### config.mk
export PLATFORM = sky130hd
export DESIGN_NAME = button_latch_and_remap
export DESIGN_NICKNAME = d
export VERILOG_FILES = /design/src/hw/rtl/bla_pkg.sv /design/src/hw/rtl/bla_latch.sv /design/src/hw/rtl/bla_remap.sv /design/src/hw/rtl/button_latch_and_remap.sv
export SDC_FILE = /design/constraint.sdc
export NUM_CORES = 1
export LEC_CHECK = 0
export BUFFER_PORTS_ARGS = -buffer_cell sky130_fd_sc_hd__buf_2
export CAP_MARGIN = 20
export CELL_PAD_IN_SITES_DETAIL_PLACEMENT = 1
export CELL_PAD_IN_SITES_GLOBAL_PLACEMENT = 2
export CORE_ASPECT_RATIO = 1.5
export CORE_MARGIN = 5
export CORE_UTILIZATION = 37
export DETAILED_ROUTE_END_ITERATION = 16
export HOLD_SLACK_MARGIN = 0.12
export PLACE_DENSITY = 0.91
export SETUP_SLACK_MARGIN = 0.5
export SLEW_MARGIN = 20
export SYNTH_ARGS = -nofsm -noshare
export SYNTH_HDL_FRONTEND = slang
export SYNTH_SLANG_ARGS = --single-unit
### constraint.sdc
create_clock -name clk -period 2.12 [get_ports clk]
set_input_delay 0.212 -clock clk [delete_from_list [all_inputs] [get_ports clk]]
set_output_delay 0.212 -clock clk [all_outputs]
set_load 0.005 [all_outputs]
### src/hw/rtl/bla_pkg.sv
`default_nettype none

package bla_pkg;

    localparam int LATCH_W = 3;
    localparam int SLOT_W  = 4;
    localparam int CFG_IDX_W = 1;

    typedef logic [LATCH_W-1:0]   latch_t;
    typedef logic [SLOT_W-1:0]    slot_t;
    typedef logic [CFG_IDX_W-1:0] cfg_idx_t;

    localparam latch_t LS_CANT_LOCK       = 3'd0;
    localparam latch_t LS_UNLOCKED        = 3'd1;
    localparam latch_t LS_LOCKING_PRESS   = 3'd2;
    localparam latch_t LS_LOCKED          = 3'd3;
    localparam latch_t LS_UNLOCKING_PRESS = 3'd4;

    localparam cfg_idx_t REG_TARGET_MAP = 1'd0;
    localparam cfg_idx_t REG_LOCK_MODE  = 1'd1;

    typedef struct packed {
        logic load;
        logic step;
    } latch_ctl_t;

endpackage

`default_nettype wire

### src/hw/rtl/bla_latch.sv
`default_nettype none

module bla_latch #(
    parameter int NUM_BUTTONS = 10
) (
    input  logic                                  clk,
    input  logic                                  rst_n,
    input  bla_pkg::latch_ctl_t                   ctl,
    input  logic [bla_pkg::LATCH_W*NUM_BUTTONS-1:0] load_value,
    input  logic [NUM_BUTTONS-1:0]                pressed,
    output logic [NUM_BUTTONS-1:0]                held
);

    import bla_pkg::*;

    latch_t state_reg  [NUM_BUTTONS];
    latch_t state_next [NUM_BUTTONS];
    latch_t step_state [NUM_BUTTONS];
    latch_t load_code  [NUM_BUTTONS];
    logic [NUM_BUTTONS-1:0] busy;

    always_comb
    begin
        for (int i = 0; i < NUM_BUTTONS; i++)
        begin
            load_code[i] = load_value[LATCH_W*i +: LATCH_W];
            case (state_reg[i])
                LS_UNLOCKED:
                    step_state[i] = pressed[i] ? LS_LOCKING_PRESS : LS_UNLOCKED;
                LS_LOCKED:
                    step_state[i] = pressed[i] ? LS_UNLOCKING_PRESS : LS_LOCKED;
                LS_LOCKING_PRESS:
                    step_state[i] = pressed[i] ? LS_LOCKING_PRESS : LS_LOCKED;
                LS_UNLOCKING_PRESS:
                    step_state[i] = pressed[i] ? LS_UNLOCKING_PRESS : LS_UNLOCKED;
                default:
                    step_state[i] = state_reg[i];
            endcase
            held[i] = pressed[i] || (step_state[i] == LS_LOCKED);
            busy[i] = (state_reg[i] == LS_LOCKING_PRESS)
                   || (state_reg[i] == LS_UNLOCKING_PRESS);
            if (ctl.load)
            begin
                state_next[i] = (load_code[i] > LS_UNLOCKING_PRESS) ? LS_CANT_LOCK
                                                                    : load_code[i];
            end
            else if (ctl.step)
            begin
                state_next[i] = step_state[i];
            end
            else
            begin
                state_next[i] = state_reg[i];
            end
        end
    end

    always_ff @(posedge clk or negedge rst_n)
    begin
        if (!rst_n)
        begin
            for (int i = 0; i < NUM_BUTTONS; i++)
            begin
                state_reg[i] <= LS_CANT_LOCK;
            end
        end
        else
        begin
            for (int i = 0; i < NUM_BUTTONS; i++)
            begin
                state_reg[i] <= state_next[i];
            end
        end
    end

    a_release_settles: assert property (@(posedge clk) disable iff (!rst_n)
        (ctl.step && !ctl.load && (pressed == '0)) |=> (busy == '0))
        else $error("latch left mid-press after full release");

    a_press_holds: assert property (@(posedge clk) disable iff (!rst_n)
        (pressed == '1) |-> (held == '1))
        else $error("pressed button not held");

endmodule

`default_nettype wire

### src/hw/rtl/bla_remap.sv
`default_nettype none

module bla_remap #(
    parameter int NUM_BUTTONS = 10
) (
    input  logic [NUM_BUTTONS-1:0]                 held,
    input  logic [bla_pkg::SLOT_W*NUM_BUTTONS-1:0] target_map,
    output logic [NUM_BUTTONS-1:0]                 mapped
);

    import bla_pkg::*;

    slot_t slot [NUM_BUTTONS];

    always_comb
    begin
        for (int i = 0; i < NUM_BUTTONS; i++)
        begin
            slot[i] = target_map[SLOT_W*i +: SLOT_W];
            if ({1'b0, slot[i]} >= (SLOT_W+1)'(NUM_BUTTONS))
            begin
                slot[i] = SLOT_W'(i);
            end
        end
        for (int j = 0; j < NUM_BUTTONS; j++)
        begin
            mapped[j] = 1'b0;
            for (int i = 0; i < NUM_BUTTONS; i++)
            begin
                mapped[j] = mapped[j] | (held[i] & (slot[i] == SLOT_W'(j)));
            end
        end
    end

endmodule

`default_nettype wire

### src/hw/rtl/button_latch_and_remap.sv
// Button latch and remap.
// Input channel: in_valid/in_ready carry one poll item, pressed_mask, with
// bit i high while physical button i is held. Each button runs a latch
// that a press-and-release toggles between unlocked and locked; a button
// counts as held while pressed or locked. The held mask passes through the
// target_map crossbar and leaves on out_valid/out_ready as mapped_mask.
// out_valid rises in the cycle after acceptance. Throughput: one item per
// cycle; the latch update and the crossbar sit between the latch registers
// and the result register, so the latch loop closes through the latch registers alone.
// A held result does not block input while the receiver takes it in the
// same cycle; if out_ready stays low, in_ready drops and the result holds.
// Configuration: cfg_wr_en with cfg_index 0 writes target_map (four bits per
// source), index 1 loads every latch from three-bit codes (five up: cant-lock).
// Reset: all latches cant-lock, target_map identity, output empty.
`default_nettype none

module button_latch_and_remap #(
    parameter int NUM_BUTTONS = 10
) (
    input  logic                                   clk,
    input  logic                                   rst_n,
    input  logic                                   in_valid,
    output logic                                   in_ready,
    input  logic [NUM_BUTTONS-1:0]                 pressed_mask,
    output logic                                   out_valid,
    input  logic                                   out_ready,
    output logic [NUM_BUTTONS-1:0]                 mapped_mask,
    input  logic                                   cfg_wr_en,
    input  bla_pkg::cfg_idx_t                      cfg_index,
    input  logic [bla_pkg::SLOT_W*NUM_BUTTONS-1:0] cfg_wdata
);

    import bla_pkg::*;

    localparam int MAP_W  = SLOT_W * NUM_BUTTONS;
    localparam int LOAD_W = LATCH_W * NUM_BUTTONS;

    logic [MAP_W-1:0]       target_map_reg;
    logic [NUM_BUTTONS-1:0] mapped_mask_reg;
    logic [NUM_BUTTONS-1:0] mapped_mask_next;
    logic                   out_valid_reg;
    logic                   out_valid_next;
    logic [NUM_BUTTONS-1:0] held;
    logic                   accept;
    latch_ctl_t             latch_ctl;

    assign in_ready = !out_valid_reg || out_ready;
    assign accept   = in_valid && in_ready;

    assign latch_ctl.load = cfg_wr_en && (cfg_index == REG_LOCK_MODE);
    assign latch_ctl.step = accept;

    bla_latch #(
        .NUM_BUTTONS(NUM_BUTTONS)
    ) u_latch (
        .clk       (clk),
        .rst_n     (rst_n),
        .ctl       (latch_ctl),
        .load_value(cfg_wdata[LOAD_W-1:0]),
        .pressed   (pressed_mask),
        .held      (held)
    );

    bla_remap #(
        .NUM_BUTTONS(NUM_BUTTONS)
    ) u_remap (
        .held      (held),
        .target_map(target_map_reg),
        .mapped    (mapped_mask_next)
    );

    always_comb
    begin
        if (accept)
        begin
            out_valid_next = 1'b1;
        end
        else if (out_ready)
        begin
            out_valid_next = 1'b0;
        end
        else
        begin
            out_valid_next = out_valid_reg;
        end
    end

    always_ff @(posedge clk or negedge rst_n)
    begin
        if (!rst_n)
        begin
            out_valid_reg <= 1'b0;
            for (int i = 0; i < NUM_BUTTONS; i++)
            begin
                target_map_reg[SLOT_W*i +: SLOT_W] <= SLOT_W'(i);
            end
        end
        else
        begin
            out_valid_reg <= out_valid_next;
            if (cfg_wr_en && (cfg_index == REG_TARGET_MAP))
            begin
                target_map_reg <= cfg_wdata;
            end
        end
    end

    // hold the result until taken
    always_ff @(posedge clk)
    begin
        if (accept)
        begin
            mapped_mask_reg <= mapped_mask_next;
        end
    end

    assign out_valid   = out_valid_reg;
    assign mapped_mask = mapped_mask_reg;

    a_accept_gives_result: assert property (@(posedge clk) disable iff (!rst_n)
        accept |=> out_valid)
        else $error("accepted item produced no result");

    a_drain_clears: assert property (@(posedge clk) disable iff (!rst_n)
        (out_valid && out_ready && !accept) |=> !out_valid)
        else $error("result repeated after being taken");

    a_idle_buttons_empty: assert property (@(posedge clk) disable iff (!rst_n)
        (accept && (held == '0)) |=> (mapped_mask == '0))
        else $error("result set with no button held");

endmodule

`default_nettype wire
## Word level (Yosys, flattened, before mapping)

Cells that the tools add are included.

| word-level totals | value |
|---|---|
| register bits after elaboration | 81 |
| logic and storage cells | 483 |
| output and inout bits | 12 |
| input port bits | 56 |

| operators by class | value |
|---|---|
| multiplexer cells | 92 |
| bitwise gates (word level) | 191 |
| magnitude comparators | 20 |
| reduce and logical (&&, ||, !) cells | 27 |
| equal/unequal tests | 140 |

Operators with widths:

| operator | count |
|---|---|
| 4-bit by 3-bit equality test with 1-bit output, second input constant | 40 |
| 3-bit two-way mux | 50 |
| 3-bit one-hot mux with 4 select lines | 10 |
| 1-bit bitwise AND | 100 |
| 3-bit by 2-bit equality test with 1-bit output, second input constant | 30 |
| 1-bit OR | 90 |
| 4-bit by 2-bit equality test with 1-bit output, second input constant | 20 |
| 4-bit equality test, second input constant | 20 |
| 4-bit by 1-bit equality test with 1-bit output, second input constant | 10 |
| 4-bit >= comparator, second input constant | 10 |
| 4-bit logical NOT | 10 |
| 4-bit two-way mux | 10 |
| 3-bit by 1-bit equality test with 1-bit output, second input constant | 10 |
| 3-bit equality test, second input constant | 10 |
| 3-bit greater-than comparator, second input constant | 10 |
| 2-bit two-way mux | 10 |
| 1-bit two-way mux | 12 |
| 1-bit logical OR | 11 |
| 2-bit nonzero test | 2 |
| 1-bit logical AND | 3 |
| 1-bit logical NOT | 1 |
| 1-bit inverter | 1 |

## Longest topological paths before layout

| depth | value |
|---|---|
| depth in word-level cells | 14 |
| mapped depth | 6 |
| depth with buffers taken out | 5 |

## Hierarchy

From an unflattened synthesis, not the netlist that was laid out.

| second synthesis, totals | value |
|---|---|
| cells, all modules | 515 |
| area, all modules | 5188.7 sq um |

Modules (own cells, without submodules):

| module | times used | area each (sq um) | cells an instance | sequential area each (sq um) |
|---|---|---|---|---|
| bla_latch | 1 | 2102.0 | 222 | 750.7 |
| button_latch_and_remap | 1 | 1901.8 | 100 | 1345.0 |
| bla_remap | 1 | 1184.9 | 193 | 0.0 |

## Worst setup path after synthesis

Ideal clock, no wire load.

| path | value |
|---|---|
| path type | register -> register |
| start | register target_map_reg[35] |
| end | register mapped_mask_reg[7] (netlist: mapped_mask[7]) (data pin) |
| data arrival time | 1.454 ns |
| cell stages (with the launch flop) | 5 |
| period minus slack after synthesis | 1.726 ns |
| path buffers | 0 |
| data required time | 1.848 ns |
| setup slack | 0.394 ns |
| setup time | 0.272 ns |
| path through | dfstp_2 and2b_2 o2111ai_2 o2111ai_1 or4_1 |

| on the way | value |
|---|---|
| cells in the longest elaborated chain, start to end | 6 |

Ends and longest elaborated chain:

| what | line | text |
|---|---|---|
| from (decl) | button_latch_and_remap.sv:38 | `logic [MAP_W-1:0] target_map_reg;` |
| from (signal, indexed assignment) | button_latch_and_remap.sv:95 | `target_map_reg[SLOT_W*i +: SLOT_W] <= SLOT_W'(i);` |
| from (signal assigned) | button_latch_and_remap.sv:103 | `target_map_reg <= cfg_wdata;` |
| 4-bit >= comparator | bla_remap.sv:20 | `if ({1'b0, slot[i]} >= (SLOT_W+1)'(NUM_BUTTONS))` |
| 4-bit two-way mux (*) | bla_remap.sv:20 |  |
| 4-bit by 3-bit equality test with 1-bit output (*) | bla_remap.sv:30 | `mapped[j] = mapped[j] \| (held[i] & (slot[i] == SLOT_W'(j)));` |
| 1-bit bitwise AND (*) | bla_remap.sv:30 |  |
| 1-bit OR (*) (2 in a row) | bla_remap.sv:30 |  |
| via mapped_mask_next[7] | button_latch_and_remap.sv:40 | `logic [NUM_BUTTONS-1:0] mapped_mask_next;` |
| to (signal assigned) | button_latch_and_remap.sv:113 | `mapped_mask_reg <= mapped_mask_next;` |
| to (decl) | button_latch_and_remap.sv:39 | `logic [NUM_BUTTONS-1:0] mapped_mask_reg;` |

The timed path passes the listed nets; every way through them passes the cells marked *.
A chain may end at the register's enable or synchronous reset.

## Worst setup path in the final report

| path | value |
|---|---|
| start | register u_latch.state_reg[4] (netlist bit) |
| end | register mapped_mask_reg[6] (netlist: mapped_mask[6]) (data pin) |

| on the way | value |
|---|---|
| cells in the longest elaborated chain, start to end | 7 |

Ends and longest elaborated chain:

| what | line | text |
|---|---|---|
| from (decl) | bla_latch.sv:16 | `latch_t state_reg [NUM_BUTTONS];` |
| from (signal, indexed assignment) | bla_latch.sv:71 | `state_reg[i] <= state_next[i];` |
| 3-bit equality test, or another cell as far along | -- |  |
| 3-bit one-hot mux with 4 select lines (*) | bla_latch.sv:27 | `case (state_reg[i])` |
| 3-bit by 2-bit equality test with 1-bit output (*) | bla_latch.sv:39 | `held[i] = pressed[i] \|\| (step_state[i] == LS_LOCKED);` |
| 1-bit logical OR (*) | bla_latch.sv:39 |  |
| 1-bit bitwise AND (*) | bla_remap.sv:30 |  |
| 1-bit OR (*) (2 in a row) | bla_remap.sv:30 |  |
| via mapped_mask_next[6] | button_latch_and_remap.sv:40 |  |

Marks and branches as above.

==> run_results.csv <==
group,metric,value,unit
outcome,status,"finished, final reports clean",
die,die-width,109,µm
drt,post_drt_wl_per_cell,22.7,µm
final_layout,largest_reg_flops,40,
synth,yosysMostFrequentCell,"dfrtp_1",
sta,max_slew_margin,0.615,
global_routing,grt_max_degree,72,
synth,netlist_area,5460,µm²
setup_path,crit_type,"reg -> reg",
sta,rsz0062_at_grt,"yes",
min_path,hold_path.class,"in -> reg",
sta,finalHoldViolCount,0,
die,die_area,17300,µm²
flow_run,max-cap-violations,0,
placement,dp.final_hpwl,14200,µm
die,die_h,159,µm
global_routing,grt_pass1_wl,30400,µm
sta,max_slew.worst_pin.slew,578,ps
pwr,powerDensity,807,nW/µm²
placement,post-place-ws,194,ps
drt,drc_errors,0,
die,initial_utilization,0.376,
drt,drt_pass1_iterations,4,
drt,viasPerCell,6.08,
synth,netlist_instances,578,
sta,max_freq,0.536,GHz
pwr,ir_drop,438,µV
clocking,cts-root-buf,"clkbuf_16",
global_routing,antenna_found_initial,0,
sta,fin_ws,256,ps
setup_path,arrival,1950,ps
synth,yosys-top-cells-area,"dfrtp_1, mux2_2, dfstp_2, edfxtp_1, o211ai_1",
synth,yosys.area.top_type,"dfrtp_1",
clocking,clk_pin_slew_worst_paths,60,ps
synth,synth_edf_count,10,
pwr,internal_power,3540,µW
synth,yosysSeqAreaShare,0.384,
pwr,power_leakage,0.00263,µW
synth,async_flop_share,0.877,
drt,initialDrtViolationCount,320,
synth,synth_common_cells,"dfrtp_1, nor2_1, mux2_2, o211ai_1, o21ai_0",
clocking,cts_buffers,9,
die,rows,54,
clocking,cts.path.max_buffers,2,
final_layout,drive_above_1_share,0.348,
sta,skew,7.19,ps
die,design.core.area,14500,µm²
pwr,clockPowerShare,0.302,
setup_path,setup.worst_path.start_class,"flip-flop",
global_routing,gr-total-overflow,0,
setup_path,cp_max_fo,10,
global_routing,grt_pass1_vias,5463,
sta,tns,0,ps
synth,synth.yosys.warnings,0,
sta,report.final.slew_viol_count,0,
die,ios,68,
global_routing,grt_util_all_layers,0.225,
sta,finalSetupViolCount,0,
synth,synth_nets,634,
drt,wl,19500,µm
final_layout,antennaDiodeCount,0,
drt,vias,5225,
setup_path,end_kind,"flip-flop",
synth,yosysTopAreaCellShare,0.257,
clocking,cts_tree,"built",
sta,period_needed,1860,ps
placement,placed_area,5990,µm²
pwr,power_switching,1890,µW
clocking,clk-insertion-delay-late,350,ps
clocking,cts_max_level,3,
pwr,sw_frac_of_total,0.348,
pwr,p_seq_frac,0.408,
setup_path,cp.required,2200,ps
final_layout,design_area,6730,µm²
pwr,power_frac_comb,0.291,
synth,ys.flop_type,"dfrtp_1",
sta,finalCritPeriodShare,0.879,
synth,avgSynthCellArea,9.45,µm²
placement,port_buffers,67,
final_layout,area_delta_synth_final,23.3,%
drt,ant_nets,0,
final_layout,finalNetCount,714,
clocking,numClockSinks,81,
placement,place_congestion,0.927,
synth,ys_types,56,
synth,ys_ff_latch,81,
[worst max-delay path, cell delays in order (launching register included)]
cell	delay, ps
dfrtp_1	400
nor2b_4	170
o211ai_1	420
nand3_1	130
or4_1	480
[final timing paths]
path | startpoint | endpoint | slack, ps | cells after the start
max in group asynchronous | rst_n | target_map_reg[39] | 1310 | 3
worst max-delay path | u_latch.state_reg[4] | mapped_mask[6] | 260 | 4
worst max register to register | u_latch.state_reg[4] | mapped_mask[6] | 260 | 4
min in group asynchronous | rst_n | target_map_reg[6] | 430 | 3
worst min-delay path | cfg_wdata[17] | u_latch.state_reg[14] | 130 | 3
worst min register to register | target_map_reg[29] | target_map_reg[29] | 530 | 2
[power by group through the flow]
| stage | clock network [µW] | registers (µW) | logic (µW) |
|---|---|---|---|
| global placement | 0 | 2220 | 1290 |
| finish | 1640 | 2220 | 1580 |
| global route | 1720 | 2260 | 1730 |
| detailed placement | 0 | 2250 | 1340 |
| CTS | 1660 | 2200 | 1530 |
| floorplan | 0 | 2100 | 1020 |
[layout by cell type (no fill, tap or decap), types with 13 or more instances in the layout]
master | netlist | final
buf_2 | 4 | 67
nor2_1 | 46 | 43
dfrtp_1 | 56 | 39
mux2_2 | 38 | 38
o211ai_1 | 36 | 36
o21ai_0 | 35 | 34
a21oi_1 | 33 | 33
buf_4 | 4 | 33
o2111ai_1 | 28 | 20
nand3b_1 | 17 | 17
dfrtp_2 | 0 | 17
nor2b_1 | 22 | 15
dfstp_2 | 15 | 15
nand3_1 | 14 | 14
nor3_1 | 13 | 13
[cell families after synthesis]
kind of cell           Yosys count  share of synthesized area
AO/OA/AOI/OAI                  212                      0.275
XOR/XNOR                        10                     0.0160
buffers and inverters           57                     0.0525
flip-flops                      81                      0.384
multiplexers                    38                     0.0784
AND/OR/NAND/NOR                180                      0.195
[routing by layer]
metal,track usage,vias to the layer above,share of wire
li1,-,2421,-
met1,0.280,2650,0.40
met2,0.384,114,0.52
met3,0.0357,40,0.041
met4,0.0868,0,0.035
met5,0,-,0
[timing repair]
item | 4_1_cts | 5_1_grt
pin swaps | 23 | 13
setup buffers | 18 | 5
hold endpoints to repair | 66 | 0
setup endpoints to repair | 10 | 10
resized for setup | 33 | 12
hold buffers | 11 | 0
[area by class of cell]
| type | count | area, µm² |
|---|---|---|
| Fill cell | 1676 | 7790 |
| Multi-Input combinational cell | 440 | 3280 |
| Sequential cell | 81 | 2120 |
| Timing Repair Buffer | 114 | 738 |
| Tap cell | 196 | 245 |
| Clock buffer | 10 | 239 |
| Clock inverter | 6 | 66.3 |
| Inverter | 12 | 45.0 |
[through the flow]
step / power (µW) / std cells / hold slack [ps] / util
6_report: 5440 / 859 / 127 / 0.463
2_1_floorplan: 3110 / 578 / -83.6 / -
3_5_place_dp: 3590 / 809 / 282 / 0.412
4_1_cts: 5390 / 854 / 124 / 0.458
5_1_grt: 5710 / 859 / 144 / 0.463
3_3_place_gp: 3510 / 809 / 264 / 0.412
(Power assumes the default switching activity.)
